<file path="src/hdl/rolling_zscore_pair_signal_macros.svh">
// ----------------------------------------------------------------------------
// Assertion macros for the rolling z-score pair signal block.
// Each macro expands to one labeled concurrent assertion on clk that is
// disabled while arst_n is low.
// ----------------------------------------------------------------------------
`ifndef ROLLING_ZSCORE_PAIR_SIGNAL_MACROS_SVH
`define ROLLING_ZSCORE_PAIR_SIGNAL_MACROS_SVH

// Same-cycle implication.
`define RZPS_ASSERT_IMPL(lbl, ante, cons, msg) \
	lbl: assert property (@(posedge clk) disable iff (!arst_n) (ante) |-> (cons)) \
		else $error(msg);

// Next-cycle implication.
`define RZPS_ASSERT_NEXT(lbl, ante, cons, msg) \
	lbl: assert property (@(posedge clk) disable iff (!arst_n) (ante) |=> (cons)) \
		else $error(msg);

`endif

</file>
<file path="src/hdl/rzps_pkg.sv">
// ----------------------------------------------------------------------------
// rzps_pkg
// Shared constants, codes and types of the rolling z-score pair signal block.
// ----------------------------------------------------------------------------
package rzps_pkg;

	// Window length and derived index widths.
	localparam int WINDOW = 8;
	localparam int IDX_W  = $clog2(WINDOW);
	localparam int CNT_W  = $clog2(WINDOW + 1);

	// Data widths.
	localparam int PRICE_W  = 24;
	localparam int SPREAD_W = PRICE_W + 1;
	localparam int SMAG_W   = SPREAD_W - 1;
	localparam int SQR_W    = 2 * SMAG_W;
	localparam int SUM_W    = 34;
	localparam int SQ_W     = 57;
	localparam int D_W      = SUM_W + 2;
	localparam int MULB_W   = D_W - 1;
	localparam int V_W      = SQ_W + CNT_W;
	localparam int PROD_W   = V_W + MULB_W;
	localparam int MCNT_W   = $clog2(MULB_W + 1);
	localparam int THR_W    = 16;
	localparam int TSQ_W    = 2 * THR_W;
	localparam int ZFRAC_W  = 2 * (THR_W / 2);
	localparam int SIG_W    = 2;

	// Output codes.
	localparam logic [SIG_W-1:0] SIG_LONG  = 2'd0;
	localparam logic [SIG_W-1:0] SIG_SHORT = 2'd1;
	localparam logic [SIG_W-1:0] SIG_CLOSE = 2'd2;
	localparam logic [SIG_W-1:0] SIG_NONE  = 2'd3;

	// Configuration port.
	localparam int CFG_DATA_W = 32;
	localparam int CFG_ADDR_W = 3;
	localparam int REG_IDX_W  = 1;
	localparam logic [REG_IDX_W-1:0] REG_ENTRY = 1'b0;
	localparam logic [REG_IDX_W-1:0] REG_EXIT  = 1'b1;
	localparam logic [THR_W-1:0] ENTRY_RESET = 16'd256;
	localparam logic [THR_W-1:0] EXIT_RESET  = 16'd205;

	typedef struct packed {
		logic [THR_W-1:0] entry_threshold;
		logic [THR_W-1:0] exit_threshold;
	} cfg_t;

	typedef struct packed {
		logic              start;
		logic [V_W-1:0]    a;
		logic [MULB_W-1:0] b;
	} mul_req_t;

	typedef struct packed {
		logic              done;
		logic [PROD_W-1:0] p;
	} mul_rsp_t;

endpackage

</file>
<file path="src/hdl/rzps_cfg.sv">
// ----------------------------------------------------------------------------
// rzps_cfg
// APB register file holding the entry and exit thresholds.
// ----------------------------------------------------------------------------
module rzps_cfg (
	input  logic                            clk,
	input  logic                            arst_n,
	input  logic                            psel,
	input  logic                            penable,
	input  logic                            pwrite,
	input  logic [rzps_pkg::CFG_ADDR_W-1:0] paddr,
	input  logic [rzps_pkg::CFG_DATA_W-1:0] pwdata,
	output logic [rzps_pkg::CFG_DATA_W-1:0] prdata,
	output logic                            pready,
	output rzps_pkg::cfg_t                  cfg
);

	logic [rzps_pkg::THR_W-1:0]     entry_q;
	logic [rzps_pkg::THR_W-1:0]     exit_q;
	logic [rzps_pkg::REG_IDX_W-1:0] idx;
	logic                           wr;

	assign idx    = paddr[rzps_pkg::CFG_ADDR_W-1:2];
	assign wr     = psel && penable && pwrite;
	assign pready = 1'b1;

	always_ff @(posedge clk or negedge arst_n) begin
		if (!arst_n) begin
			entry_q <= rzps_pkg::ENTRY_RESET;
			exit_q  <= rzps_pkg::EXIT_RESET;
		end else if (wr) begin
			case (idx)
				rzps_pkg::REG_ENTRY: begin
					entry_q <= pwdata[rzps_pkg::THR_W-1:0];
				end
				rzps_pkg::REG_EXIT: begin
					exit_q <= pwdata[rzps_pkg::THR_W-1:0];
				end
				default: begin
				end
			endcase
		end
	end

	always_comb begin
		case (idx)
			rzps_pkg::REG_ENTRY: prdata = rzps_pkg::CFG_DATA_W'(entry_q);
			rzps_pkg::REG_EXIT:  prdata = rzps_pkg::CFG_DATA_W'(exit_q);
			default:             prdata = '0;
		endcase
	end

	assign cfg.entry_threshold = entry_q;
	assign cfg.exit_threshold  = exit_q;

endmodule

</file>
<file path="config.mk">
export PLATFORM = sky130hd
export DESIGN_NAME = rzps_cfg
export DESIGN_NICKNAME = d
export VERILOG_FILES = /design/src/hdl/rolling_zscore_pair_signal_macros.svh /design/src/hdl/rzps_pkg.sv /design/src/hdl/rzps_cfg.sv
export SDC_FILE = /design/constraint.sdc
export NUM_CORES = 1
export LEC_CHECK = 0
export BUFFER_PORTS_ARGS = -buffer_cell sky130_fd_sc_hd__buf_4
export CAP_MARGIN = 20
export CELL_PAD_IN_SITES_DETAIL_PLACEMENT = 1
export CELL_PAD_IN_SITES_GLOBAL_PLACEMENT = 1
export CORE_MARGIN = 2
export CORE_UTILIZATION = 32
export CTS_BUF_LIST = sky130_fd_sc_hd__clkbuf_8
export DETAILED_ROUTE_END_ITERATION = 16
export GPL_ROUTABILITY_DRIVEN = 0
export PLACE_DENSITY_LB_ADDON = 0.3
export SYNTH_ARGS = -nofsm -noshare
export SYNTH_HDL_FRONTEND = slang
export SYNTH_SLANG_ARGS = --single-unit
</file>
<file path="constraint.sdc">
create_clock -name clk -period 0.9 [get_ports clk]
set_input_delay 0 -clock clk [delete_from_list [all_inputs] [get_ports clk]]
set_output_delay 0 -clock clk [all_outputs]
set_load 0.01 [all_outputs]
</file>
==> impl_metrics.py, run 1 <==
metrics = {
    "global_routing": {
        "grt_pass1_vias": 1411,
        "grt_max_degree": 33,
        "antenna_found_initial": 0,
        "overflow": 0,
        "track_usage_pct": 18.83,
        "grt_pass1_wl_mm": 7.610,
    },
    "drt": {
        "drtIter0Drc": 26,
        "ant_nets": 0,
        "viasPerCell": 4.378,
        "post-route-drc-count": 0,
        "routed_wl_mm": 5.312,
        "routedWlPerCell_um": 17.77,
        "vias": 1309,
        "first_pass_iters": 4,
    },
    "floorplanning": {
        "rows": 25,
        "dieWidth_um": 74.83,
        "die_y_um": 74.83,
        "start_util_pct": 33.54,
        "io_pins": 105,
        "die_area_um2": 5599,
        "core_um2": 4786,
    },
    "sta": {
        "drv_slew": 0,
        "period_minus_slack_ns": 1.113,
        "skew_ns": 0,
        "max_freq_ghz": 0.8988,
        "finalCritPeriodShare_pct": 123.6,
        "setup_viol": 56,
        "worst_slack_ns": -0.2126,
        "hold_violations": 0,
        "rsz0062_at_grt": "yes",
    },
    "synthesis": {
        "yosys.area_share.simple_pct": 2.806,
        "synth_mux_area_share_pct": 36.01,
        "synth_top_area_share_pct": 40.53,
        "synth_compound_area_share_pct": 0,
        "synth.ff_latch_count": 32,
        "ys_types": 10,
        "mappedNetlistArea_um2": 1605,
        "yosys_warnings": 0,
        "avgSynthCellArea_um2": 15.29,
        "ys_top_cells_by_area": "dfrtp_1, mux2_2, dfstp_2",
        "synth_xor_area_share_pct": 0,
        "seq_area_frac_synth_pct": 50.35,
        "synth_top_family_by_area": "multiplexers",
        "synth.largest_area_cell": "dfrtp_1",
        "synth_fa_ha_area_share_pct": 0,
        "synthCells": 105,
    },
    "cells_and_area": {
        "final_cell_mix": "buf_6, buf_4, mux2_4",
        "final_layout_size_suffix_gt1_share_pct": 73.71,
        "antenna_cells": 0,
        "layout_commonest_cell": "buf_6",
        "final_cell_area_um2": 3012,
        "area_delta_synth_final_pct": 87.61,
        "fin_nets": 271,
    },
    "clock_network": {
        "cts_tree": "done",
        "path_clk_slew_ns": 0.07,
        "cts_root_buffer": "clkbuf_8",
        "cts_made_buffers": 5,
        "clock_latency_ns": 0.29,
        "clk_path_buf_depth": 2,
        "clock-sinks": 32,
        "htree_levels": 2,
    },
    "setup_path": {
        "worstPathRequired_ns": 0.90,
        "endpoint_kind": "output pin",
        "rrSetupSlack_ns": -0.04,
        "cp_max_fo": 2,
        "critPathBufInv": 1,
        "path_delay_family": "flip-flops",
        "start_kind": "register",
        "critical_path_class": "reg2out",
        "worstPathArrival_ns": 1.11,
        "path_cells": "mux2_4, buf_6",
        "critPathSlowestCell": "dfrtp_1",
        "max_stage_delay_ns": 0.42,
    },
    "run_status": {
        "violations": "setup timing",
        "status": "complete, but fails checks",
    },
    "power": {
        "power_leakage_nw": 1.541,
        "cellPowerDensity_nw_per_um2": 2182,
        "peakVddDrop_mv": 0.9921,
    },
    "place": {
        "place_area_um2": 2160,
        "dp_slack_ns": -0.05138,
        "port_buffers": 69,
        "dp_hpwl_mm": 2.821,
    },
    "hold_path": {
        "min_path_type": "in2async",
    },
    "job": {
        "cap_violations": 0,
    },
}
-- cells by family (layout without fill, tap and decap cells) --
group	count (synthesis)	in the layout
other	2	17
buffers and inverters	21	133
flip-flops	32	32
multiplexers	48	48
AND/OR/NAND/NOR	2	2
-- synthesized netlist by cell type --
cell type and number:
dfrtp_1 26, mux2_4 10, conb_1 2, nand4_4 1, buf_4 17, nand4b_4 1, buf_2 1, mux2_2 38
buf_6 3, dfstp_2 6
-- metal layers --
metal	global-route usage [%]	vias to the layer above	wire length, um
met5	0	-	0
met3	5.355	7	262
met4	5.952	0	80
met2	32.85	58	2853
li1	-	581	-
met1	22.39	663	2115
-- power by group --
part | total, W | switching [W] | internal, W
Clock | 0.00136 | 0.000549 | 0.000810
Combinational | 0.00314 | 0.00106 | 0.00207
Sequential | 0.00208 | 0.000273 | 0.00180
-- through the flow --
step | power (W) | utilization, % | cells | setup TNS, ns | hold WS, ns
after CTS | 0.006224 | 59.71 | 297 | -4.898 | 0.1824
after detailed placement | 0.003896 | 45.12 | 240 | -1.013 | -0.03567
final | 0.006571 | 62.93 | 299 | -4.899 | 0.1839
after global placement | 0.003836 | 45.12 | 240 | -0.8324 | -0.04334
after global routing | 0.006865 | 62.93 | 299 | -6.352 | 0.2298
after floorplan | 0.002931 | - | 120 | -0.2919 | -0.2956
-- sequential cells by signal, indices dropped and copies added (netlist names) --
signal / flops
exit_q: 16
entry_q: 16
-- what timing repair did --
| action | CTS | global route |
|---|---|---|
| gates resized for setup | 48 | 41 |
| hold buffers | 17 | 0 |
| setup buffers | 32 | 7 |
| hold endpoints to repair | 64 | 0 |
| cloned | 0 | 0 |
| setup endpoints to repair | 22 | 68 |
| pin swaps | 0 | 0 |
-- final timing paths --
| path | start | end | cells past startpoint |
|---|---|---|---|
| min | arst_n | entry_q[6]$_DFFE_PN0P_ | 2 |
| min in group clk | penable | entry_q[0]$_DFFE_PN0P_ | 4 |
| min reg2reg | entry_q[0]$_DFFE_PN0P_ | entry_q[0]$_DFFE_PN0P_ | 2 |
| max reg2reg | exit_q[8]$_DFFE_PN0P_ | exit_q[8]$_DFFE_PN0P_ | 2 |
| max | entry_q[14]$_DFFE_PN0P_ | prdata[14] | 2 |
| max in group asynchronous | arst_n | entry_q[8]$_DFFE_PN1P_ | 2 |
-- final cells by class --
class	instances	area, um2
Clock buffer	5	68.82
Timing Repair Buffer	125	1250
Sequential cell	32	808.3
Clock inverter	3	38.79
Fill cell	489	1774
Tap cell	67	83.83
Multi-Input combinational cell	67	762.0
No activity file was read; power rests on OpenSTA's default activity.
==> inputs of run 2 (changes only) <==
CORE_UTILIZATION = 35   (was 32)
clock period = 1.3 ns   (was 0.9 ns; I/O delays follow)
==> impl_metrics.py, run 2 (synthesis gave the netlist of run 1 again) <==
metrics = {
    "setup_path": {
        "endpoint_kind": "output pin",
        "cp_max_fo": 3,
        "worstPathRequired_ns": 1.30,
        "critPathSlowestCell": "dfrtp_1",
        "path_delay_family": "flip-flops",
        "start_kind": "register",
        "worstPathArrival_ns": 1.13,
        "critical_path_class": "reg2out",
        "path_cells": "mux2_2, buf_4",
        "max_stage_delay_ns": 0.43,
        "critPathBufInv": 1,
    },
    "place": {
        "port_buffers": 69,
        "dp_hpwl_mm": 2.855,
        "dp_slack_ns": 0.1043,
    },
    "floorplanning": {
        "start_util_pct": 36.62,
        "io_pins": 105,
        "rows": 24,
        "dieWidth_um": 71.73,
        "die_area_um2": 5144,
        "die_y_um": 71.73,
        "core_um2": 4384,
    },
    "clock_network": {
        "holdBufCountCts": 17,
        "htree_levels": 2,
        "cts_root_buffer": "clkbuf_8",
        "postCtsSetupBuffers": 0,
        "cts_resized": 0,
        "path_clk_slew_ns": 0.07,
        "clock_latency_ns": 0.27,
        "clk_path_buf_depth": 2,
        "clock-sinks": 32,
        "cts_made_buffers": 5,
        "cts_tree": "done",
    },
    "cells_and_area": {
        "area_delta_synth_final_pct": 46.30,
        "final_cell_mix": "buf_4, mux2_2, dfrtp_1",
        "fin_nets": 233,
        "final_layout_size_suffix_gt1_share_pct": 69.07,
        "layout_commonest_cell": "buf_4",
        "nFillCells": 461,
        "antenna_cells": 0,
        "fin_util_pct": 53.57,
        "reg_top3": "entry_q (16), exit_q (16)",
    },
    "sta": {
        "rsz0062_at_grt": "no",
        "skew_ns": 0,
        "finalCritPeriodShare_pct": 86.73,
        "period_minus_slack_ns": 1.127,
        "worst_slack_ns": 0.1725,
        "drv_slew": 0,
        "hold_violations": 0,
        "fin_tns_setup_ns": 0,
        "hold_ws_ns": 0.1920,
        "max_freq_ghz": 0.8870,
        "setup_viol": 0,
    },
    "power": {
        "cellPowerDensity_nw_per_um2": 1490,
        "netSwitchingPower_w": 0.001046,
        "p_clk_share_pct": 22.6,
        "p_sw_share_pct": 29.90,
        "comb_power_share_pct": 36.7,
        "seqPwrFrac_pct": 40.7,
        "peakVddDrop_mv": 0.6072,
        "power_leakage_nw": 1.171,
        "p_int_w": 0.002452,
    },
    "global_routing": {
        "grt_max_degree": 33,
        "grt_pass1_wl_mm": 6.361,
        "overflow": 0,
        "grt_pass1_vias": 1239,
        "antenna_found_initial": 0,
        "track_usage_pct": 16.50,
    },
    "drt": {
        "routedWlPerCell_um": 16.33,
        "post-route-drc-count": 0,
        "vias": 1134,
        "first_pass_iters": 4,
        "viasPerCell": 4.610,
        "ant_nets": 0,
        "drtIter0Drc": 35,
        "routed_wl_mm": 4.016,
    },
    "job": {
        "cap_violations": 0,
    },
    "hold_path": {
        "min_path_type": "in2async",
    },
    "run_status": {
        "status": "finished, final reports clean",
    },
}
-- run 2: final timing paths --
kind	endpoint	startpoint	depth (start not counted)	slack (ns)
max	prdata[7]	entry_q[7]$_DFFE_PN0P_	2	0.17
min	entry_q[15]$_DFFE_PN0P_	arst_n	2	0.19
max reg2reg	entry_q[7]$_DFFE_PN0P_	entry_q[7]$_DFFE_PN0P_	1	0.49
min reg2reg	exit_q[4]$_DFFE_PN0P_	exit_q[4]$_DFFE_PN0P_	1	0.54
max in group asynchronous	exit_q[3]$_DFFE_PN1P_	arst_n	2	0.76
min in group clk	exit_q[9]$_DFFE_PN0P_	penable	3	0.33
-- run 2: power groups by stage --
stage | registers [W] | logic [W] | clock network (W)
finish | 0.00142 | 0.00128 | 0.000792
global route | 0.00146 | 0.00136 | 0.000868
CTS | 0.00143 | 0.00131 | 0.000820
detailed placement | 0.00144 | 0.00126 | 0
global placement | 0.00142 | 0.00122 | 0
floorplan | 0.00151 | 0.000518 | 0
-- run 2: area by class of cell --
class | instances | area, um2 | share of cell area [%]
flip-flops and latches | 32 | 808.3 | 34.42
repair buffers | 87 | 695.7 | 29.62
multi-input cells | 67 | 686.9 | 29.25
clock buffers | 6 | 82.58 | 3.516
well taps | 52 | 65.06 | 2.770
clock inverters | 2 | 10.01 | 0.4262
-- run 2: per-layer routing --
layer / wire, um / up-vias / global-route usage (%)
li1: - / 508 / -
met4: 25 / 0 / 6.918
met1: 1446 / 581 / 17.02
met3: 168 / 3 / 3.094
met2: 2376 / 42 / 32.10
met5: 0 / - / 0
-- run 2: through the flow --
step                cell area (um2)  std cells  power, W
finish                         2349        246  0.003498
global route                   2349        246  0.003687
CTS                            2349        246  0.003556
detailed placement             2086        221  0.002706
global placement               2086        221  0.002637
floorplan                      1662        120  0.002025
